**src/design/rpti_pkg.sv**
```systemverilog
// shared constants, codes and control types of the range partition tree index
package rpti_pkg;

   localparam int DEF_MAX_LEVELS = 4;
   localparam int DEF_SLOTS_PER_LEVEL = 4096;
   localparam int DEF_MAX_FANOUT = 17;

   localparam int FANOUT_REGS = 4;

   localparam int OP_W = 2;
   localparam logic [OP_W-1:0] OP_CLEAR = 2'd0;
   localparam logic [OP_W-1:0] OP_LOAD  = 2'd1;
   localparam logic [OP_W-1:0] OP_PROBE = 2'd2;
   localparam logic [OP_W-1:0] OP_UNUSED = 2'd3;

   localparam int STATUS_W = 2;
   localparam logic [STATUS_W-1:0] STATUS_OK        = 2'd0;
   localparam logic [STATUS_W-1:0] STATUS_NOT_INC   = 2'd1;
   localparam logic [STATUS_W-1:0] STATUS_FULL      = 2'd2;
   localparam logic [STATUS_W-1:0] STATUS_TOO_FEW   = 2'd3;

   localparam int KEY_W = 32;
   localparam logic signed [KEY_W-1:0] KEY_MAX_VALUE = 32'sh7fffffff;

   localparam int PART_W = 13;
   localparam logic [PART_W-1:0] PART_MAX = 13'd8191;

   localparam int CSR_IDX_W = 3;
   localparam int CSR_DATA_W = 5;
   localparam logic [CSR_IDX_W-1:0] CSR_LEVELS = 3'd0;
   localparam logic [CSR_IDX_W-1:0] CSR_FAN0   = 3'd1;
   localparam logic [CSR_IDX_W-1:0] CSR_FAN1   = 3'd2;
   localparam logic [CSR_IDX_W-1:0] CSR_FAN2   = 3'd3;
   localparam logic [CSR_IDX_W-1:0] CSR_FAN3   = 3'd4;

   localparam logic [2:0] RST_LEVELS = 3'd3;
   localparam logic [4:0] RST_FAN0 = 5'd9;
   localparam logic [4:0] RST_FAN1 = 5'd5;
   localparam logic [4:0] RST_FAN2 = 5'd9;
   localparam logic [4:0] RST_FAN3 = 5'd9;

   typedef struct packed {
      logic                accept;
      logic                clear;
      logic                set_result;
      logic [STATUS_W-1:0] result_status;
      logic                ld_init;
      logic                ld_next;
      logic                ld_commit;
      logic                need_init;
      logic                need_step;
      logic                pr_start;
      logic                lvl_setup;
      logic                bs_read;
      logic                bs_cmp;
      logic                pr_next;
      logic                emit;
   } rpti_cmd_type;

   typedef struct packed {
      logic [OP_W-1:0] op;
      logic            key_ok;
      logic            ld_avail;
      logic            ld_deeper;
      logic            lvl_zero;
      logic            lvl_last;
      logic            too_few;
      logic            bs_done;
   } rpti_stat_type;

endpackage

```
**src/design/rpti_controller.sv**
```systemverilog
// controller: sequences clear, load placement and the level by level probe
module rpti_controller
   import rpti_pkg::*;
(
   input  logic          clock,
   input  logic          reset,
   input  logic          req_valid,
   output logic          req_ready,
   output logic          rsp_valid,
   input  logic          rsp_ready,
   input  rpti_stat_type stat,
   output rpti_cmd_type  cmd
);

   typedef enum logic [8:0] {
      ST_IDLE     = 9'b000000001,
      ST_DISPATCH = 9'b000000010,
      ST_LD_SCAN  = 9'b000000100,
      ST_PR_NEED  = 9'b000001000,
      ST_PR_LVL   = 9'b000010000,
      ST_PR_RD    = 9'b000100000,
      ST_PR_CMP   = 9'b001000000,
      ST_PR_NEXT  = 9'b010000000,
      ST_DONE     = 9'b100000000
   } state_type;

   state_type state_ff, state_in;
   logic      rsp_valid_ff, rsp_valid_in;

   always_comb begin
      state_in = state_ff;
      cmd = '0;
      case (state_ff)
         ST_IDLE: begin
            if (req_valid) begin
               cmd.accept = 1'b1;
               state_in = ST_DISPATCH;
            end
         end
         ST_DISPATCH: begin
            case (stat.op)
               OP_CLEAR: begin
                  cmd.clear = 1'b1;
                  cmd.set_result = 1'b1;
                  cmd.result_status = STATUS_OK;
                  state_in = ST_DONE;
               end
               OP_LOAD: begin
                  if (!stat.key_ok) begin
                     cmd.set_result = 1'b1;
                     cmd.result_status = STATUS_NOT_INC;
                     state_in = ST_DONE;
                  end else begin
                     cmd.ld_init = 1'b1;
                     state_in = ST_LD_SCAN;
                  end
               end
               OP_PROBE: begin
                  cmd.need_init = 1'b1;
                  state_in = ST_PR_NEED;
               end
               default: begin
                  cmd.set_result = 1'b1;
                  cmd.result_status = STATUS_OK;
                  state_in = ST_DONE;
               end
            endcase
         end
         ST_LD_SCAN: begin
            // scan from the bottom level up; deeper levels must take one more node
            if (stat.ld_avail) begin
               cmd.set_result = 1'b1;
               if (stat.ld_deeper) cmd.result_status = STATUS_FULL;
               else begin
                  cmd.ld_commit = 1'b1;
                  cmd.result_status = STATUS_OK;
               end
               state_in = ST_DONE;
            end else if (stat.lvl_zero) begin
               cmd.set_result = 1'b1;
               cmd.result_status = STATUS_FULL;
               state_in = ST_DONE;
            end else begin
               cmd.ld_next = 1'b1;
            end
         end
         ST_PR_NEED: begin
            if (!stat.lvl_last) cmd.need_step = 1'b1;
            else if (stat.too_few) begin
               cmd.set_result = 1'b1;
               cmd.result_status = STATUS_TOO_FEW;
               state_in = ST_DONE;
            end else begin
               cmd.pr_start = 1'b1;
               state_in = ST_PR_LVL;
            end
         end
         ST_PR_LVL: begin
            cmd.lvl_setup = 1'b1;
            state_in = ST_PR_RD;
         end
         ST_PR_RD: begin
            if (stat.bs_done) state_in = ST_PR_NEXT;
            else begin
               cmd.bs_read = 1'b1;
               state_in = ST_PR_CMP;
            end
         end
         ST_PR_CMP: begin
            cmd.bs_cmp = 1'b1;
            state_in = ST_PR_RD;
         end
         ST_PR_NEXT: begin
            cmd.pr_next = 1'b1;
            state_in = stat.lvl_last ? ST_DONE : ST_PR_LVL;
         end
         ST_DONE: begin
            if (!rsp_valid_ff || rsp_ready) begin
               cmd.emit = 1'b1;
               state_in = ST_IDLE;
            end
         end
         default: state_in = ST_IDLE;
      endcase
   end

   always_comb begin
      if (cmd.emit) rsp_valid_in = 1'b1;
      else if (rsp_ready) rsp_valid_in = 1'b0;
      else rsp_valid_in = rsp_valid_ff;
   end

   always_ff @(posedge clock) begin
      if (reset) begin
         state_ff <= ST_IDLE;
         rsp_valid_ff <= 1'b0;
      end else begin
         state_ff <= state_in;
         rsp_valid_ff <= rsp_valid_in;
      end
   end

   assign req_ready = state_ff == ST_IDLE;
   assign rsp_valid = rsp_valid_ff;

`ifndef SYNTHESIS
   a_accept_dispatch: assert property (@(posedge clock) disable iff (reset)
      (!reset && state_ff == ST_IDLE && req_valid) |=> state_ff == ST_DISPATCH)
      else $error("accepted item did not reach dispatch");
   a_emit_result: assert property (@(posedge clock) disable iff (reset)
      (!reset && state_ff == ST_DONE && (!rsp_valid_ff || rsp_ready))
      |=> (rsp_valid_ff && state_ff == ST_IDLE))
      else $error("finished result not presented");
   a_read_then_cmp: assert property (@(posedge clock) disable iff (reset)
      (!reset && state_ff == ST_PR_RD && !stat.bs_done) |=> state_ff == ST_PR_CMP)
      else $error("node read not followed by compare");
   a_no_ready_busy: assert property (@(posedge clock) disable iff (reset)
      (!reset && state_ff == ST_IDLE && req_valid) |=> !req_ready)
      else $error("ready while an item is in work");
`endif

endmodule

```
**config.mk**
```make
export PLATFORM = sky130hd
export DESIGN_NAME = rpti_controller
export DESIGN_NICKNAME = d
export VERILOG_FILES = /design/src/design/rpti_pkg.sv /design/src/design/rpti_controller.sv
export SDC_FILE = /design/constraint.sdc
export NUM_CORES = 1
export LEC_CHECK = 0
export BUFFER_PORTS_ARGS = -buffer_cell sky130_fd_sc_hd__buf_2
export CELL_PAD_IN_SITES_DETAIL_PLACEMENT = 1
export CELL_PAD_IN_SITES_GLOBAL_PLACEMENT = 2
export CORE_ASPECT_RATIO = 2
export CORE_MARGIN = 2
export CORE_UTILIZATION = 25
export CTS_CLUSTER_SIZE = 12
export DETAILED_ROUTE_END_ITERATION = 6
export MAX_ROUTING_LAYER = met4
export PLACE_DENSITY_LB_ADDON = 0.2
export SLEW_MARGIN = 20
export SYNTH_ARGS = -nofsm -noshare
export SYNTH_HDL_FRONTEND = slang
export SYNTH_SLANG_ARGS = --single-unit
```
**constraint.sdc**
```tcl
create_clock -name clock -period 1.91 [get_ports clock]
set_input_delay 0.382 -clock clock [delete_from_list [all_inputs] [get_ports clock]]
set_output_delay 0.382 -clock clock [all_outputs]
set_load 0.02 [all_outputs]
```
== Word level (Yosys, flattened, before mapping) ==
Cells that the tools add are included.
Word-level totals
  logic and storage cells: 69
  bits in registers: 10
  output and inout bits: 18
  bits of input ports: 13
Cells by class
  reductions and logical operators: 6
  equal/unequal tests: 15
  multiplexer cells: 46
Operators by type and width (number)
  2-to-1 mux 9 bit: 8
  one-hot mux 9 bit (8 select lines): 1
  2-to-1 mux 1 bit: 25
  one-hot mux 9 bit (2 select lines): 1
  2-to-1 mux 3 bit: 5
  equality test 9 x 1 -> 1 bit (second input constant): 1
  equality test 9 x 2 -> 1 bit (second input constant): 1
  equality test 9 x 3 -> 1 bit (second input constant): 1
  equality test 9 x 4 -> 1 bit (second input constant): 1
  equality test 9 x 5 -> 1 bit (second input constant): 1
  equality test 9 x 6 -> 1 bit (second input constant): 1
  equality test 9 x 7 -> 1 bit (second input constant): 1
  equality test 9 x 8 -> 1 bit (second input constant): 1
  equality test 9 bit (second input constant): 1
  one-hot mux 3 bit (3 select lines): 1
  2-to-1 mux 8 bit: 1
  2-to-1 mux 2 bit: 3
  inequality test 2 bit (second input constant): 3
  one-hot mux 3 bit (2 select lines): 1
  AND reduction 4 bit: 1
  inequality test 3 bit (second input constant): 1
  equality test 2 x 1 -> 1 bit (second input constant): 1
  equality test 2 bit (second input constant): 1
  zero test 2 bit: 1
  other kinds (4): 4

== Longest topological paths before layout ==
  depth after elaboration: 5
  mapped depth: 7
  mapped depth without buffers: 7

== Worst setup path before layout ==
No wires, ideal clock.
  path kind: flip-flop to output port
  start point: register state_ff[4]
  end point: output cmd[11] (netlist bit)
  data required time: 1528 ps
  arrival: 1713 ps
  buffers on the path: 2
  cell stages (with the launch flop): 7
  setup slack: -185 ps
  cells stage by stage: dfxtp_1 buf_6 nor4_4 and3_2 buf_2 nand3_1 o21ai_0
RTL lines
  start: declaration: RTL line rpti_controller.sv:27  | state_type state_ff, state_in;
  start signal: assignment: RTL line rpti_controller.sv:138  | state_ff <= state_in;
  end: declaration: RTL line rpti_controller.sv:12  | output rpti_cmd_type cmd

==> report_table.html <==
<table>
<tr><th>Metric</th><th>Value</th></tr>
<tr><th colspan="2">Final layout</th></tr>
<tr><td>Leading cell type in the layout, fill and taps excluded</td><td>buf_4</td></tr>
<tr><td>P&amp;R area growth vs syn</td><td>71.3%</td></tr>
<tr><td>Summed area of non-filler cells in the final layout</td><td>between 1500 and 2000 µm²</td></tr>
<tr><td>Share of layout cells above drive strength 1</td><td>0.568</td></tr>
<tr><td>NumNets Final</td><td>between 150 and 200</td></tr>
<tr><td>Layout Cells excl Fill</td><td>210</td></tr>
<tr><td>Antenna fix cells</td><td>0</td></tr>
<tr><td>Commonest cells after routing, fill and taps aside</td><td>buf_4 (26), buf_2 (17), buf_6 (12)</td></tr>
<tr><th colspan="2">Placed design</th></tr>
<tr><td>Number of I/O port buffers</td><td>30</td></tr>
<tr><td>Placed instance count</td><td>between 150 and 200</td></tr>
<tr><td>Placed cell areas</td><td>roughly 1200 µm²</td></tr>
<tr><td>Final weighted congestion in routability-driven placement</td><td>slightly above 0.8</td></tr>
<tr><td>Post-detailed-placement half-perimeter wirelength</td><td>2.48 mm</td></tr>
<tr><th colspan="2">Floorplan</th></tr>
<tr><td>IO Count</td><td>31</td></tr>
<tr><td>Die Footprint</td><td>4120 µm²</td></tr>
<tr><td>Horizontal die dimension</td><td>~46 µm</td></tr>
<tr><td>Vert. Die Dim</td><td>88.8 µm</td></tr>
<tr><td>FP Rows</td><td>30</td></tr>
<tr><td>Starting density of the core</td><td>0.263</td></tr>
<tr><td>Placeable core region</td><td>3420 µm²</td></tr>
<tr><th colspan="2">Worst setup path</th></tr>
<tr><td>Delay of the slowest cell on the worst path</td><td>roughly 450 ps</td></tr>
<tr><td>Critical path peak fanout</td><td>4</td></tr>
<tr><td>Worst path required time</td><td>around 1500 ps</td></tr>
<tr><td>Crit path max-delay family</td><td>simple AND/OR/NAND/NOR gates</td></tr>
<tr><td>Category of the worst setup path launch point</td><td>flip-flop</td></tr>
<tr><td>Kind of end point of the critical path</td><td>output pin</td></tr>
<tr><td>Arrival time reported for the critical path endpoint</td><td>between 1500 and 2000 ps</td></tr>
<tr><td>Worst setup path class</td><td>reg2out</td></tr>
<tr><td>Critical Path Slowest Stage Cell</td><td>or4_4</td></tr>
<tr><td>Number of buffer and inverter stages on the critical path</td><td>1</td></tr>
<tr><td>Critical Path, Cell by Cell</td><td>nor4_4, nand2_2, or4_4, o211ai_1, buf_4</td></tr>
<tr><th colspan="2">Clocking</th></tr>
<tr><td>Clock tree from TritonCTS</td><td>done</td></tr>
<tr><td>Total number of H-tree levels</td><td>1</td></tr>
<tr><td>Maximum buffer depth of the clock tree</td><td>2</td></tr>
<tr><td>Clock Sinks</td><td>10</td></tr>
<tr><td>Clock root cell</td><td>clkbuf_8</td></tr>
<tr><td>Inserted Clock Buffers</td><td>3</td></tr>
<tr><td>Clock slew at the register clock pins of the worst setup and hold paths</td><td>approximately 50 ps</td></tr>
<tr><td>Clk Latency, worst-skew pair</td><td>approximately 240 ps</td></tr>
<tr><th colspan="2">Yosys</th></tr>
<tr><td>Fraction of registers with async set or reset after synthesis</td><td>0</td></tr>
<tr><td>Sequential fraction of the synthesis area</td><td>0.223</td></tr>
<tr><td>Count of cell types in the netlist</td><td>between 40 and 50</td></tr>
<tr><td>Warning count from the yosys run</td><td>0</td></tr>
<tr><td>Area of the mapped netlist</td><td>between 800 and 900 µm²</td></tr>
<tr><td>Synth Instances</td><td>between 100 and 150</td></tr>
<tr><td>Syn_nets</td><td>roughly 130</td></tr>
<tr><td>Number of enable flip-flop cells after synthesis</td><td>0</td></tr>
<tr><td>Number of synthesized register bits</td><td>10</td></tr>
<tr><td>Post-synthesis area per instance</td><td>between 8 and 9 µm²</td></tr>
<tr><td>Predominant post-synthesis flop cell</td><td>dfxtp_1</td></tr>
<tr><th colspan="2">Timing</th></tr>
<tr><td>Fraction of the cycle the final worst path needs</td><td>1.10</td></tr>
<tr><td>Worst slew margin relative to its limit</td><td>0.752</td></tr>
<tr><td>Fmax achieved</td><td>~470 MHz</td></tr>
<tr><td>Worst-Margin Slew</td><td>about 370 ps</td></tr>
<tr><td>Minimum clock period</td><td>between 2000 and 2500 ps</td></tr>
<tr><td>Total of endpoints with negative setup slack in the final report</td><td>12</td></tr>
<tr><td>Final slew viol count</td><td>0</td></tr>
<tr><td>Endpoints failing hold</td><td>0</td></tr>
<tr><td>Clock Skew</td><td>2.64 ps</td></tr>
<tr><td>Slack of the critical path</td><td>-196 ps</td></tr>
<tr><td>Setup repair after global routing missed its margin</td><td>true</td></tr>
<tr><th colspan="2">Run</th></tr>
<tr><td>Max Cap Viol</td><td>0</td></tr>
<tr><th colspan="2">GRT</th></tr>
<tr><td>Vias in the first global route</td><td>1133</td></tr>
<tr><td>Antenna violations before repair</td><td>0</td></tr>
<tr><td>Overflow left after global routing</td><td>0</td></tr>
<tr><td>First-pass GRT wire length</td><td>~5.5 mm</td></tr>
<tr><td>Pin count of the biggest net entering global routing</td><td>12</td></tr>
<tr><td>Combined global-route utilization of all metal layers</td><td>0.190</td></tr>
<tr><th colspan="2">Routing</th></tr>
<tr><td>Via density per instance</td><td>about 4.9</td></tr>
<tr><td>Number of nets still failing antenna checks after routing</td><td>0</td></tr>
<tr><td>Wire length reported by the detailed router</td><td>about 3.4 mm</td></tr>
<tr><td>Post-route DRC</td><td>0</td></tr>
<tr><td>Detailed-routing iteration count for the pre-antenna-repair pass</td><td>3</td></tr>
<tr><td>Detailed router's first-iteration violation count</td><td>7</td></tr>
<tr><td>Via count</td><td>around 1000</td></tr>
<tr><td>DR WL/cell</td><td>between 15 and 20 µm</td></tr>
<tr><th colspan="2">Power and ir drop</th></tr>
<tr><td>Leakage power of the design</td><td>about 0.67 nW</td></tr>
<tr><td>Peak supply drop</td><td>~0.27 mV</td></tr>
<tr><td>Total power density per cell area</td><td>between 500 and 600 nW/µm²</td></tr>
<tr><td>Combinational cell fraction of total power</td><td>0.426</td></tr>
<tr><td>Fraction of power spent switching nets</td><td>0.333</td></tr>
<tr><td>Net load switching power</td><td>0.000292 W</td></tr>
<tr><td>Clock network fraction of design power</td><td>0.312</td></tr>
<tr><td>Sequential group share of total power</td><td>0.262</td></tr>
<tr><td>Internal Pwr Total</td><td>roughly 0.0006 W</td></tr>
<tr><th colspan="2">Outcome</th></tr>
<tr><td>Status</td><td>finished, violations left</td></tr>
<tr><td>Violated checks</td><td>setup timing</td></tr>
<tr><th colspan="2">Hold path</th></tr>
<tr><td>Worst Hold Class</td><td>in2reg</td></tr>
</table>
==> stage by stage <==
step	setup WS (ps)	setup TNS [ps]	total power, W	hold slack [ps]	utilization
2_1_floorplan	-65.9	-65.9	0.000388	461	-
3_3_place_gp	43.2	0	0.000472	530	0.341
3_5_place_dp	15.7	0	0.000475	536	0.341
4_1_cts	-205	-1070	0.000806	361	0.409
5_1_grt	-270	-2230	0.000922	363	0.451
6_report	-196	-1280	0.000876	365	0.451
==> worst paths after layout <==
check,slack (ps),endpoint,start,cells after the start
min reg2reg,540,rsp_valid,rsp_valid,2
max reg2reg,170,state_ff[0],state_ff[5],8
max,-200,cmd[13],state_ff[5],5
min,370,state_ff[6],stat[0],2
==> flip-flops by register name, summed over array words and instances, names as in the netlist <==
register,count
state_ff,9
rsp_valid,1
==> cell type report <==
| class | instances | area [µm²] |
|---|---|---|
| inverters | 4 | 15.0 |
| fillers | 407 | 1870 |
| flip-flops and latches | 10 | 209 |
| multi-input cells | 87 | 752 |
| well taps | 48 | 60.1 |
| repair buffers | 57 | 450 |
| clock buffers | 4 | 55.1 |
==> synthesized netlist by cell type, types with 3 or more instances <==
cell | number | share of area
a21oi_1 | 3 | 0.017
and2_1 | 4 | 0.028
nor4_1 | 4 | 0.028
nand4b_1 | 3 | 0.029
nor2_1 | 12 | 0.050
buf_4 | 3 | 0.025
xor2_1 | 3 | 0.029
dfxtp_1 | 10 | 0.22
o21ai_0 | 4 | 0.022
nor3_1 | 4 | 0.022
o211ai_1 | 3 | 0.025
mux2i_1 | 3 | 0.033
nand2_1 | 6 | 0.025
ha_1 | 4 | 0.056
inv_1 | 4 | 0.017
nor3b_1 | 5 | 0.042
==> timing repair <==
item | in CTS | in global routing
setup endpoints to repair | 17 | 15
cloned | 0 | 0
hold buffers | 0 | 0
resized for setup | 33 | 24
buffers inserted | 6 | 6
pin swaps | 8 | 6
==> power by group through the flow <==
stage               clock network [W]  logic [W]  registers [W]
finish                       0.000273   0.000374       0.000229
floorplan                           0   0.000162       0.000226
global route                 0.000289   0.000403       0.000230
detailed placement                  0   0.000244       0.000230
CTS                          0.000278   0.000302       0.000226
global placement                    0   0.000243       0.000229
==> cell families after synthesis <==
kind of cell             synth area share
AO/OA/AOI/OAI                       0.135
adder cells (fa/ha/maj)            0.0556
flip-flops                          0.223
XOR/XNOR                           0.0390
buffers and inverters              0.0946
AND/OR/NAND/NOR                     0.420
multiplexers                       0.0334
==> metal layers <==
metal	wire, µm	vias to the layer above	share of wire	global-route usage
met4	108	0	0.032	0.0935
met2	2070	27	0.61	0.350
met3	100	8	0.030	0.0184
met5	0	-	0	-
met1	1090	496	0.32	0.182
li1	-	503	-	-
No activity file was read; power rests on OpenSTA's default activity.
